## config.mk

```make
export PLATFORM = sky130hd
export DESIGN_NAME = debounced_button_motor_direction_ctrl
export DESIGN_NICKNAME = d
export VERILOG_FILES = /design/src/design/dbmd_pkg.sv /design/src/design/debounced_button_motor_direction_ctrl.sv /design/src/design/dbmd_debounce.sv /design/src/design/dbmd_mode_ctrl.sv
export SDC_FILE = /design/constraint.sdc
export NUM_CORES = 1
export LEC_CHECK = 0
export ABC_AREA = 1
export ABC_CLOCK_PERIOD_IN_PS = 8700
export BUFFER_PORTS_ARGS = -buffer_cell sky130_fd_sc_hd__buf_4
export CAP_MARGIN = 0
export CORE_AREA = 2 2 125 127
export CTS_CLUSTER_DIAMETER = 40
export CTS_CLUSTER_SIZE = 40
export DETAILED_ROUTE_END_ITERATION = 10
export DIE_AREA = 0 0 127 129
export GPL_ROUTABILITY_DRIVEN = 0
export PLACE_DENSITY_LB_ADDON = 0.1
export SLEW_MARGIN = 25
export SYNTH_ARGS = -nofsm -noshare
export SYNTH_HDL_FRONTEND = slang
export SYNTH_SLANG_ARGS = --single-unit
```

## constraint.sdc

```tcl
create_clock -name clk -period 8.7 [get_ports clk]
set_input_delay 1.305 -clock clk [delete_from_list [all_inputs] [get_ports clk]]
set_output_delay 1.305 -clock clk [all_outputs]
set_load 0.02 [all_outputs]
```

## src/design/dbmd_pkg.sv

```systemverilog
// Shared types, codes and the duty scaling function of the button motor controller.
`timescale 1ns / 1ps
`default_nettype none
package dbmd_pkg;

  localparam int NUM_BUTTONS = 3;
  localparam int DEB_W       = 10;
  localparam int COOL_W      = 12;
  localparam int STABLE_W    = 11;
  localparam int COOLCNT_W   = 13;
  localparam int POT_W       = 10;
  localparam int DUTY_W      = 8;
  localparam int MODE_W      = 2;
  localparam int CFG_DATA_W  = 12;

  localparam logic [DEB_W-1:0]  DEBOUNCE_RESET = 10'd50;
  localparam logic [COOL_W-1:0] COOLDOWN_RESET = 12'd250;
  localparam logic [STABLE_W-1:0]  STABLE_MAX = '1;
  localparam logic [COOLCNT_W-1:0] COOL_MAX   = '1;

  // Button order within the packed raw and event vectors.
  localparam int IDX_STOP = 0;
  localparam int IDX_FWD  = 1;
  localparam int IDX_REV  = 2;

  // Motor mode codes.
  localparam logic [MODE_W-1:0] MODE_STOP = 2'd0;
  localparam logic [MODE_W-1:0] MODE_FWD  = 2'd1;
  localparam logic [MODE_W-1:0] MODE_REV  = 2'd2;

  // Configuration register indexes.
  localparam logic CFG_DEBOUNCE = 1'b0;
  localparam logic CFG_COOLDOWN = 1'b1;

  // Press events from the debouncers to the mode controller.
  typedef struct packed {
    logic stop;
    logic fwd;
    logic rev;
  } press_t;

  // sample * 255 / 1023, truncated. The division uses x = q*1024 + lo, so the
  // remainder against 1023 is q + lo, which stays below twice 1023.
  function automatic logic [DUTY_W-1:0] duty_scale(input logic [POT_W-1:0] pot);
    logic [17:0]         prod;
    logic [DUTY_W-1:0]   q0;
    logic [POT_W:0]      rem;
    prod = {8'd0, pot} * 18'd255;
    q0   = prod[17:10];
    rem  = {3'd0, q0} + {1'b0, prod[9:0]};
    return q0 + DUTY_W'(rem >= 11'd1023);
  endfunction

endpackage
`default_nettype wire

```

## src/design/debounced_button_motor_direction_ctrl.sv

```systemverilog
// Top level of the debounced three-button motor direction controller.
// Each request is one millisecond tick carrying three raw button levels and a
// potentiometer sample; each produces exactly one result with the bridge pins,
// the PWM duty and the motor mode after that tick. The block takes one request
// per clock while its input is not stalled, and each passes through the input
// register and then the result register, with all per-tick state (debouncers,
// cooldown counter, mode) updated as it moves from the one to the other.
// A new request is still taken into an empty input register while a
// finished result waits under stall. Debounced levels start released
// after reset, and the counters start at zero, so presses in the first
// debounce and cooldown windows after reset are filtered and locked out.
// Configuration writes (index 0 debounce ticks, index 1 cooldown ticks) take
// effect from the next tick and should be issued only while the block is idle.
`timescale 1ns / 1ps
`default_nettype none
module debounced_button_motor_direction_ctrl
  import dbmd_pkg::*;
(
  input  wire logic                  clk,
  input  wire logic                  rst_n,
  // Configuration write port.
  input  wire logic                  cfg_we,
  input  wire logic                  cfg_index,
  input  wire logic [CFG_DATA_W-1:0] cfg_wdata,
  // Tick requests.
  input  wire logic                  in_valid,
  output logic                       in_stall,
  input  wire logic                  in_stop_raw,
  input  wire logic                  in_forward_raw,
  input  wire logic                  in_reverse_raw,
  input  wire logic [POT_W-1:0]      in_pot_sample,
  // Results.
  output logic                       out_valid,
  input  wire logic                  out_stall,
  output logic                       out_drive_a,
  output logic                       out_drive_b,
  output logic [DUTY_W-1:0]          out_duty,
  output logic [MODE_W-1:0]          out_mode
);

  // Configuration registers.
  logic [DEB_W-1:0]  debounce_ticks_r;
  logic [COOL_W-1:0] cooldown_ticks_r;

  always_ff @(posedge clk) begin
    if (!rst_n) begin
      debounce_ticks_r <= DEBOUNCE_RESET;
      cooldown_ticks_r <= COOLDOWN_RESET;
    end else if (cfg_we) begin
      unique case (cfg_index)
        CFG_DEBOUNCE: debounce_ticks_r <= cfg_wdata[DEB_W-1:0];
        CFG_COOLDOWN: cooldown_ticks_r <= cfg_wdata[COOL_W-1:0];
        default:      debounce_ticks_r <= debounce_ticks_r;
      endcase
    end
  end

  // Input register. It moves on whenever the result register is free or is
  // being emptied in this cycle.
  logic                   s1_valid_r;
  logic [NUM_BUTTONS-1:0] s1_raw_r;
  logic [POT_W-1:0]       s1_pot_r;
  logic                   s1_adv;
  logic                   in_take;

  assign s1_adv   = s1_valid_r && (!out_valid || !out_stall);
  assign in_stall = s1_valid_r && !s1_adv;
  assign in_take  = in_valid && !in_stall;

  always_ff @(posedge clk) begin
    if (!rst_n) begin
      s1_valid_r <= 1'b0;
    end else if (!in_stall) begin
      s1_valid_r <= in_valid;
    end
  end

  always_ff @(posedge clk) begin
    if (in_take) begin
      s1_raw_r[IDX_STOP] <= in_stop_raw;
      s1_raw_r[IDX_FWD]  <= in_forward_raw;
      s1_raw_r[IDX_REV]  <= in_reverse_raw;
      s1_pot_r           <= in_pot_sample;
    end
  end

  // Per-button debouncers; their state advances once per tick.
  logic [NUM_BUTTONS-1:0] press_vec;
  press_t                 press;

  for (genvar b = 0; b < NUM_BUTTONS; b++) begin : g_btn
    dbmd_debounce u_deb (
      .clk            (clk),
      .rst_n          (rst_n),
      .tick_en        (s1_adv),
      .raw            (s1_raw_r[b]),
      .debounce_ticks (debounce_ticks_r),
      .press          (press_vec[b])
    );
  end

  assign press.stop = press_vec[IDX_STOP];
  assign press.fwd  = press_vec[IDX_FWD];
  assign press.rev  = press_vec[IDX_REV];

  // Mode controller gives the mode that holds after this tick.
  logic [MODE_W-1:0] mode_nxt;

  dbmd_mode_ctrl u_mode (
    .clk            (clk),
    .rst_n          (rst_n),
    .tick_en        (s1_adv),
    .press          (press),
    .cooldown_ticks (cooldown_ticks_r),
    .mode_nxt       (mode_nxt)
  );

  // Result register. Mode code 3 is never entered; it would drive like stop.
  logic              out_valid_r;
  logic              drive_a_nxt, drive_b_nxt;
  logic [DUTY_W-1:0] duty_nxt, scaled;
  logic              drive_a_r, drive_b_r;
  logic [DUTY_W-1:0] duty_r;
  logic [MODE_W-1:0] mode_out_r;

  assign scaled = duty_scale(s1_pot_r);

  always_comb begin
    drive_a_nxt = 1'b0;
    drive_b_nxt = 1'b0;
    duty_nxt    = '0;
    if (mode_nxt == MODE_FWD) begin
      drive_a_nxt = 1'b1;
      duty_nxt    = scaled;
    end else if (mode_nxt == MODE_REV) begin
      drive_b_nxt = 1'b1;
      duty_nxt    = scaled;
    end
  end

  always_ff @(posedge clk) begin
    if (!rst_n) begin
      out_valid_r <= 1'b0;
    end else if (s1_adv) begin
      out_valid_r <= 1'b1;
    end else if (!out_stall) begin
      out_valid_r <= 1'b0;
    end
  end

  always_ff @(posedge clk) begin
    if (s1_adv) begin
      drive_a_r  <= drive_a_nxt;
      drive_b_r  <= drive_b_nxt;
      duty_r     <= duty_nxt;
      mode_out_r <= mode_nxt;
    end
  end

  assign out_valid   = out_valid_r;
  assign out_drive_a = drive_a_r;
  assign out_drive_b = drive_b_r;
  assign out_duty    = duty_r;
  assign out_mode    = mode_out_r;

  // The bridge must never be driven in both directions at once.
  a_no_shoot_through: assert property (@(posedge clk) disable iff (!rst_n)
    out_valid_r |-> !(drive_a_r && drive_b_r))
    else $error("both bridge pins driven high");

  // A stopped motor gets no duty, and pins follow the mode.
  a_stop_no_duty: assert property (@(posedge clk) disable iff (!rst_n)
    (out_valid_r && mode_out_r == MODE_STOP) |-> (duty_r == '0 && !drive_a_r && !drive_b_r))
    else $error("stop mode with nonzero drive");

  // A request is held back only while the input register cannot move on.
  a_stall_only_when_blocked: assert property (@(posedge clk) disable iff (!rst_n)
    in_stall |-> (s1_valid_r && out_valid_r && out_stall))
    else $error("input stalled without a blocked result");

  // A finished result moves to the output only if the previous one left.
  a_no_overwrite: assert property (@(posedge clk) disable iff (!rst_n)
    (out_valid_r && out_stall) |=> !$past(s1_adv))
    else $error("result overwritten while stalled");

endmodule
`default_nettype wire

```

## src/design/dbmd_debounce.sv

```systemverilog
// Debouncer for one button: stable-tick counter, accepted level and press event.
`timescale 1ns / 1ps
`default_nettype none
module dbmd_debounce
  import dbmd_pkg::*;
(
  input  wire logic             clk,
  input  wire logic             rst_n,
  input  wire logic             tick_en,
  input  wire logic             raw,
  input  wire logic [DEB_W-1:0] debounce_ticks,
  output logic                  press
);

  logic                prev_r, prev_nxt;
  logic                deb_r, deb_nxt;
  logic [STABLE_W-1:0] cnt_r, cnt_nxt;
  logic                take;

  always_comb begin
    prev_nxt = raw;
    if (raw != prev_r) begin
      cnt_nxt = '0;
    end else if (cnt_r != STABLE_MAX) begin
      cnt_nxt = cnt_r + 1'b1;
    end else begin
      cnt_nxt = cnt_r;
    end
    take    = (cnt_nxt > {1'b0, debounce_ticks}) && (raw != deb_r);
    deb_nxt = take ? raw : deb_r;
    press   = tick_en && take && raw;
  end

  always_ff @(posedge clk) begin
    if (!rst_n) begin
      prev_r <= 1'b0;
      deb_r  <= 1'b0;
      cnt_r  <= '0;
    end else if (tick_en) begin
      prev_r <= prev_nxt;
      deb_r  <= deb_nxt;
      cnt_r  <= cnt_nxt;
    end
  end

endmodule
`default_nettype wire

```

## src/design/dbmd_mode_ctrl.sv

```systemverilog
// Mode selection with press priority and cooldown lockout.
`timescale 1ns / 1ps
`default_nettype none
module dbmd_mode_ctrl
  import dbmd_pkg::*;
(
  input  wire logic              clk,
  input  wire logic              rst_n,
  input  wire logic              tick_en,
  input  wire press_t            press,
  input  wire logic [COOL_W-1:0] cooldown_ticks,
  output logic [MODE_W-1:0]      mode_nxt
);

  logic [MODE_W-1:0]    mode_r;
  logic [COOLCNT_W-1:0] cool_r, cool_inc, cool_nxt;
  logic                 open;

  always_comb begin
    cool_inc = (cool_r != COOL_MAX) ? cool_r + 1'b1 : cool_r;
    open     = cool_inc > {1'b0, cooldown_ticks};
    mode_nxt = mode_r;
    cool_nxt = cool_inc;
    if (open) begin
      if (press.stop) begin
        mode_nxt = MODE_STOP;
        cool_nxt = '0;
      end else if (press.fwd) begin
        mode_nxt = MODE_FWD;
        cool_nxt = '0;
      end else if (press.rev) begin
        mode_nxt = MODE_REV;
        cool_nxt = '0;
      end
    end
  end

  always_ff @(posedge clk) begin
    if (!rst_n) begin
      mode_r <= MODE_STOP;
      cool_r <= '0;
    end else if (tick_en) begin
      mode_r <= mode_nxt;
      cool_r <= cool_nxt;
    end
  end

endmodule
`default_nettype wire

```

* After elaboration in Yosys (flattened, before gate mapping)
Index checks and enable logic that the tools add are counted.
W data, S select, Z words.
** Word-level totals
- Register bits :: 103
- Latch bits :: 0
- RAM bits :: 0
- Bits in read-only memories :: 0
- Input bits :: 31
- Logic and storage cells :: 90
- Memories kept :: 0
** Cells by class
- Add/sub/neg operators :: 6
- $mul :: 1
- Divide/modulo/power cells :: 0
- Magnitude comparators :: 5
- Equal/unequal tests :: 13
- Shift operators :: 0
- Muxes and demuxes :: 21
- Bitwise operators :: 1
- Reduce and logical (&&, ||, !) cells :: 22
** Operator list (number)
- $mux W11 :: 6
- $mux W13 :: 5
- $add A11 B1 Y11 const B :: 3
- $gt A11 B10 Y1 :: 3
- $ne A11 B11 Y1 const B :: 3
- $mul A10 B8 Y18 const B :: 1
- $mux W8 :: 2
- $add A13 B1 Y13 const B :: 1
- $gt A13 B12 Y1 :: 1
- $ne A13 B13 Y1 const B :: 1
- $logic_and A1 B1 Y1 :: 12
- $add A8 B10 Y11 :: 1
- $ge A11 B10 Y1 const B :: 1
- $reduce_and A2 Y1 :: 5
- $add A8 B1 Y8 :: 1
- $mux W2 :: 4
- $ne A1 B1 Y1 :: 6
- $logic_not A1 Y1 :: 4
- $mux W1 :: 4
- $eq A2 B1 Y1 const B :: 1
- $eq A2 B2 Y1 const B :: 1
- $ne A2 B1 Y1 const B :: 1
- $logic_or A1 B1 Y1 :: 1
- $not A1 Y1 :: 1

* Logic depth before layout (Yosys ltp)
- Depth after elaboration :: 14
- Mapped depth :: 39

* Modules after synthesis
From an unflattened synthesis, not the netlist that was laid out.
** Second synthesis, totals
- Cell total of the unflattened synthesis :: 1202
- Area total of the unflattened synthesis :: 9177.6 um^2
** By module, submodules not included
- debounced_button_motor_direction_ctrl :: instances 1, cells an instance 526, area an instance 4466.8 um^2, seq. area each 1231.2 um^2
- dbmd_debounce :: instances 3, cells an instance 156, area an instance 1104.8 um^2, seq. area each 260.2 um^2
- dbmd_mode_ctrl :: instances 1, cells an instance 208, area an instance 1396.3 um^2, seq. area each 300.3 um^2

* Least setup slack after synthesis
OpenSTA, ideal clock, no wires.
- Path type :: register to register
- From :: reg s1_pot_r[6]
- To :: reg duty_r[6] (netlist: out_duty[6]), data pin
- Arrival time :: 6197 ps
- Data required time :: 8448 ps
- Path slack :: 2250 ps
- Stages on the path, launching flop included :: 37
- Buffers on the path :: 0
- Period minus slack after synthesis :: 6450 ps
- Cells stage by stage :: edfxtp_1 -> fa_1 -> inv_1 -> fa_1 -> inv_1 -> fa_1 -> inv_1 -> fa_1 -> inv_1 -> ha_1 -> nand2_1 -> inv_1 -> nand2_1 -> nand2_1 -> nand2_1 -> nand3_1 -> nand2_1 -> nand2_1 -> a21oi_2 -> xor2_2 -> ha_1 -> a21oi_1 -> nor2_1 -> nor4b_1 -> nand2_1 -> nor2_1 -> nand3_1 -> nor2_1 -> nand3_1 -> o21bai_1 -> ha_1 -> ha_1 -> and2_1 -> nand3_1 -> xnor2_1 -> nand3_1 -> nand2_1
** On the way
- Word-level cells in the longest chain between the ends :: 6
** Ends and longest elaborated chain
- start: declaration :: RTL line debounced_button_motor_direction_ctrl.sv:62 : logic [POT_W-1:0] s1_pot_r;
- start signal: assignment :: RTL line debounced_button_motor_direction_ctrl.sv:83 : s1_pot_r <= in_pot_sample;
- $mul A10 B8 Y18 (*) :: RTL line dbmd_pkg.sv:48 : prod = {8'd0, pot} * 18'd255;
- $add A8 B10 Y11 :: RTL line dbmd_pkg.sv:50 : rem = {3'd0, q0} + {1'b0, prod[9:0]};
- $ge A11 B10 Y1 :: RTL line dbmd_pkg.sv:51 : return q0 + DUTY_W'(rem >= 11'd1023);
- $add A8 B1 Y8 (*) :: RTL line dbmd_pkg.sv:51
- $mux W8 :: RTL line debounced_button_motor_direction_ctrl.sv:135 : end else if (mode_nxt == MODE_REV) begin
- $mux W8 (*) :: RTL line debounced_button_motor_direction_ctrl.sv:132 : if (mode_nxt == MODE_FWD) begin
- via duty_nxt[6] :: RTL line debounced_button_motor_direction_ctrl.sv:121 : logic [DUTY_W-1:0] duty_nxt, scaled;
- end signal: assignment :: RTL line debounced_button_motor_direction_ctrl.sv:155 : duty_r <= duty_nxt;
- end: declaration :: RTL line debounced_button_motor_direction_ctrl.sv:123 : logic [DUTY_W-1:0] duty_r;
Mark *: on every way through the listed nets, which the timed path passes. The rest lies on a longest branch.
A chain may end at the register's enable or synchronous reset.

* Worst setup path after layout
Same ends and word-level chain as after synthesis.

==> reports/metrics.cfg <==
[status]
outcome=complete, no violations

[floorplan]
start_util_pct=58.2
num_rows=45
die_x_um=127
chipHeight_um=129
core_um2=15000
fp.dieArea_um2=16400
pin_count=45

[synth]
yosysSeqAreaShare_pct=26.5
syn_area_um2=8720
ys_ff_latch=103
syn_nets=1326
synth_top_area_share_pct=17.9
ys_types=51
synth_edf_count=25
yosysMostFrequentCell=inv_1
yosysWarnings=0
avgSynthCellArea_um2=7.50
synth.area.top_cells=dfxtp_1 (18%), ha_1 (13%), inv_1 (9.5%), fa_1 (9.4%), nand2_1 (8.9%)
yosysTopAreaCell=dfxtp_1
synth-main-ff-cell=dfxtp_1
synthArstFlopShare_pct=0
synthTopCellsByCount=inv_1 (221), nand2_1 (207), a21oi_1 (95)
netlist_instances=1162

[timing]
hold_viol=0
worst_pin_slew_ns=0.859
skew_ns=0.0111
rsz0062_at_grt=no
tns_ns=0
period_needed_ns=7.01
setup_slack_ns=1.69
report.final.slew_viol_count=0
slew_headroom_pct=42.7
max_freq_mhz=143
setup-violations-final=0
period_share_pct=80.6

[global_route]
use_met2_pct=42.4
antenna_found_initial=0
gr-total-overflow=0
grt_pass1_wl_mm=32.1
grt_pass1_vias=6840
grt_max_degree=71
use_met1_pct=31.2
gr-usage-met3_pct=3.45
busiest_layer=met2
grtUsageTotal_pct=24.2

[clocking]
cts_inserted_buffers=9
postCtsSetupRepairBufs=0
cts_tree=done
cts_max_level=3
clk_pin_slew_ns=0.07
cts_sinks=103
cts-root-buf=clkbuf_16
ctsResizeCount=0
clk_path_buf_depth=2
insertion_delay_ns=0.36
ctsHoldBuffers=0

[layout]
antenna_cells=0
fin_area_um2=9470
layout-drive-gt1-share_pct=10.2
synthToLayoutAreaGrowth_pct=8.64
fillerInstances=1369
nets=1357
stdcell_count=1386

[worst_setup_path]
critical_path_buf_inv_count=5
cp-end-kind=flip-flop
cp_max_fo=5
crit_path_top_delay_cell=fa_1
rrSetupSlack_ns=1.69
start_kind=flip-flop
cp_top_family=adder cells
crit_arrival_ns=7.13
worstPathRequired_ns=8.82
critical_path.most_common_cell=nand2_1
slowest_delay_ns=0.60
crit_type=reg -> reg

[power]
p_total_mw=3.31
pwr_density_cell_nw_per_um2=349
p_leak_nw=4.77
ir_worst_vdd_mv=0.548

[detailed_routing]
remaining_drc_errors=0
dr_total_vias=7245
via_per_inst=5.23
ant_nets=0
dr.pass1.iters=5
drt_iter0_drc=393
routedWlPerCell_um=13.5
drt_wl_total_mm=18.7

[placed_design]
place_area_um2=9180
place_ws_ns=1.72
io_buffer_count=44
post-dp-hpwl_mm=14.7
dp_cells=1370

[run]
max_cap_viol_count=0

[worst_hold_path]
min_path_type=reg -> reg

==> sequential cells by signal, summed over array words and instances, names as in the netlist <==
register / flops
cooldown_ticks_r: 12
debounce_ticks_r: 10
g_btn.u_deb.cnt_r: 33
g_btn.u_deb.deb_r: 3
g_btn.u_deb.prev_r: 3
out_drive_a: 1
out_drive_b: 1
out_duty: 8
out_mode: 2
out_valid: 1
s1_pot_r: 10
s1_raw_r: 3
s1_valid_r: 1
u_mode.cool_r: 13
u_mode.mode_r: 2
==> stage by stage <==
stage / util [%] / hold WS [ns]
after detailed placement: 61.3 / 0.454
after global routing: 63.2 / 0.481
final: 63.2 / 0.461
after global placement: 61.3 / 0.453
after floorplan: - / 0.435
after CTS: 63.2 / 0.465
==> worst paths after layout <==
kind                            start             endpoint  cells past startpoint
setup / recovery          s1_pot_r[6]          out_duty[6]                     36
hold / removal    cooldown_ticks_r[8]  cooldown_ticks_r[8]                      2
setup reg to reg          s1_pot_r[6]          out_duty[6]                     36
hold reg to reg   cooldown_ticks_r[8]  cooldown_ticks_r[8]                      2
==> layout make-up <==
class	instances	area [um2]	area share, %
Tap cell	188	235	2.48
Multi-Input combinational cell	806	5440	57.4
Sequential cell	103	2310	24.4
Clock inverter	7	67.6	0.713
Clock buffer	9	225	2.38
Timing Repair Buffer	45	338	3.57
Inverter	228	856	9.03
==> placed cells by master (no fill, tap or decap), types with 4 or more instances in the layout <==
cell	n
nand3_2	4
edfxtp_1	25
a211oi_1	5
o21ai_0	63
buf_4	45
xor2_1	18
nor3_1	12
fa_1	41
xnor2_1	8
inv_2	6
nand3_1	72
clkbuf_16	9
nor2_1	85
or2_2	8
dfxtp_1	78
inv_1	221
nand2_1	207
nand2_2	10
nor2_2	6
o211ai_1	12
a21oi_1	95
nand4_1	23
nor4_1	4
ha_1	92
o21bai_1	4
==> tightest hold or removal path, delay by kind of cell, from the launching register on <==
family	cells	cell delay, ns
flip-flops	1	0.30
buffers and inverters	1	0.06
AO/OA/AOI/OAI	1	0.05
==> cells by family (layout without fill, tap and decap cells) <==
logic type,count (synthesis),after routing,share of synthesized area [%]
XOR/XNOR,30,30,3.36
flip-flops,103,103,26.5
adder cells (fa/ha/maj),133,133,22.6
AND/OR/NAND/NOR,451,451,24.1
buffers and inverters,253,289,11.1
AO/OA/AOI/OAI,192,192,12.3
==> where the power goes <==
group          leakage [nW]  total, mW  switching, mW  internal [mW]
sequential            0.883      0.536         0.0204          0.515
clock                 0.145      0.403          0.201          0.201
combinational          3.74       2.37           1.52          0.850
total                  4.77       3.31           1.74           1.57
==> metal layers <==
layer / vias to the layer above / wire, um
met3: 22 / 580
met4: 0 / 386
met5: - / 0
li1: 3813 / -
met1: 3306 / 8640
met2: 104 / 9060
Note: power is estimated with default switching activity, not from simulation.
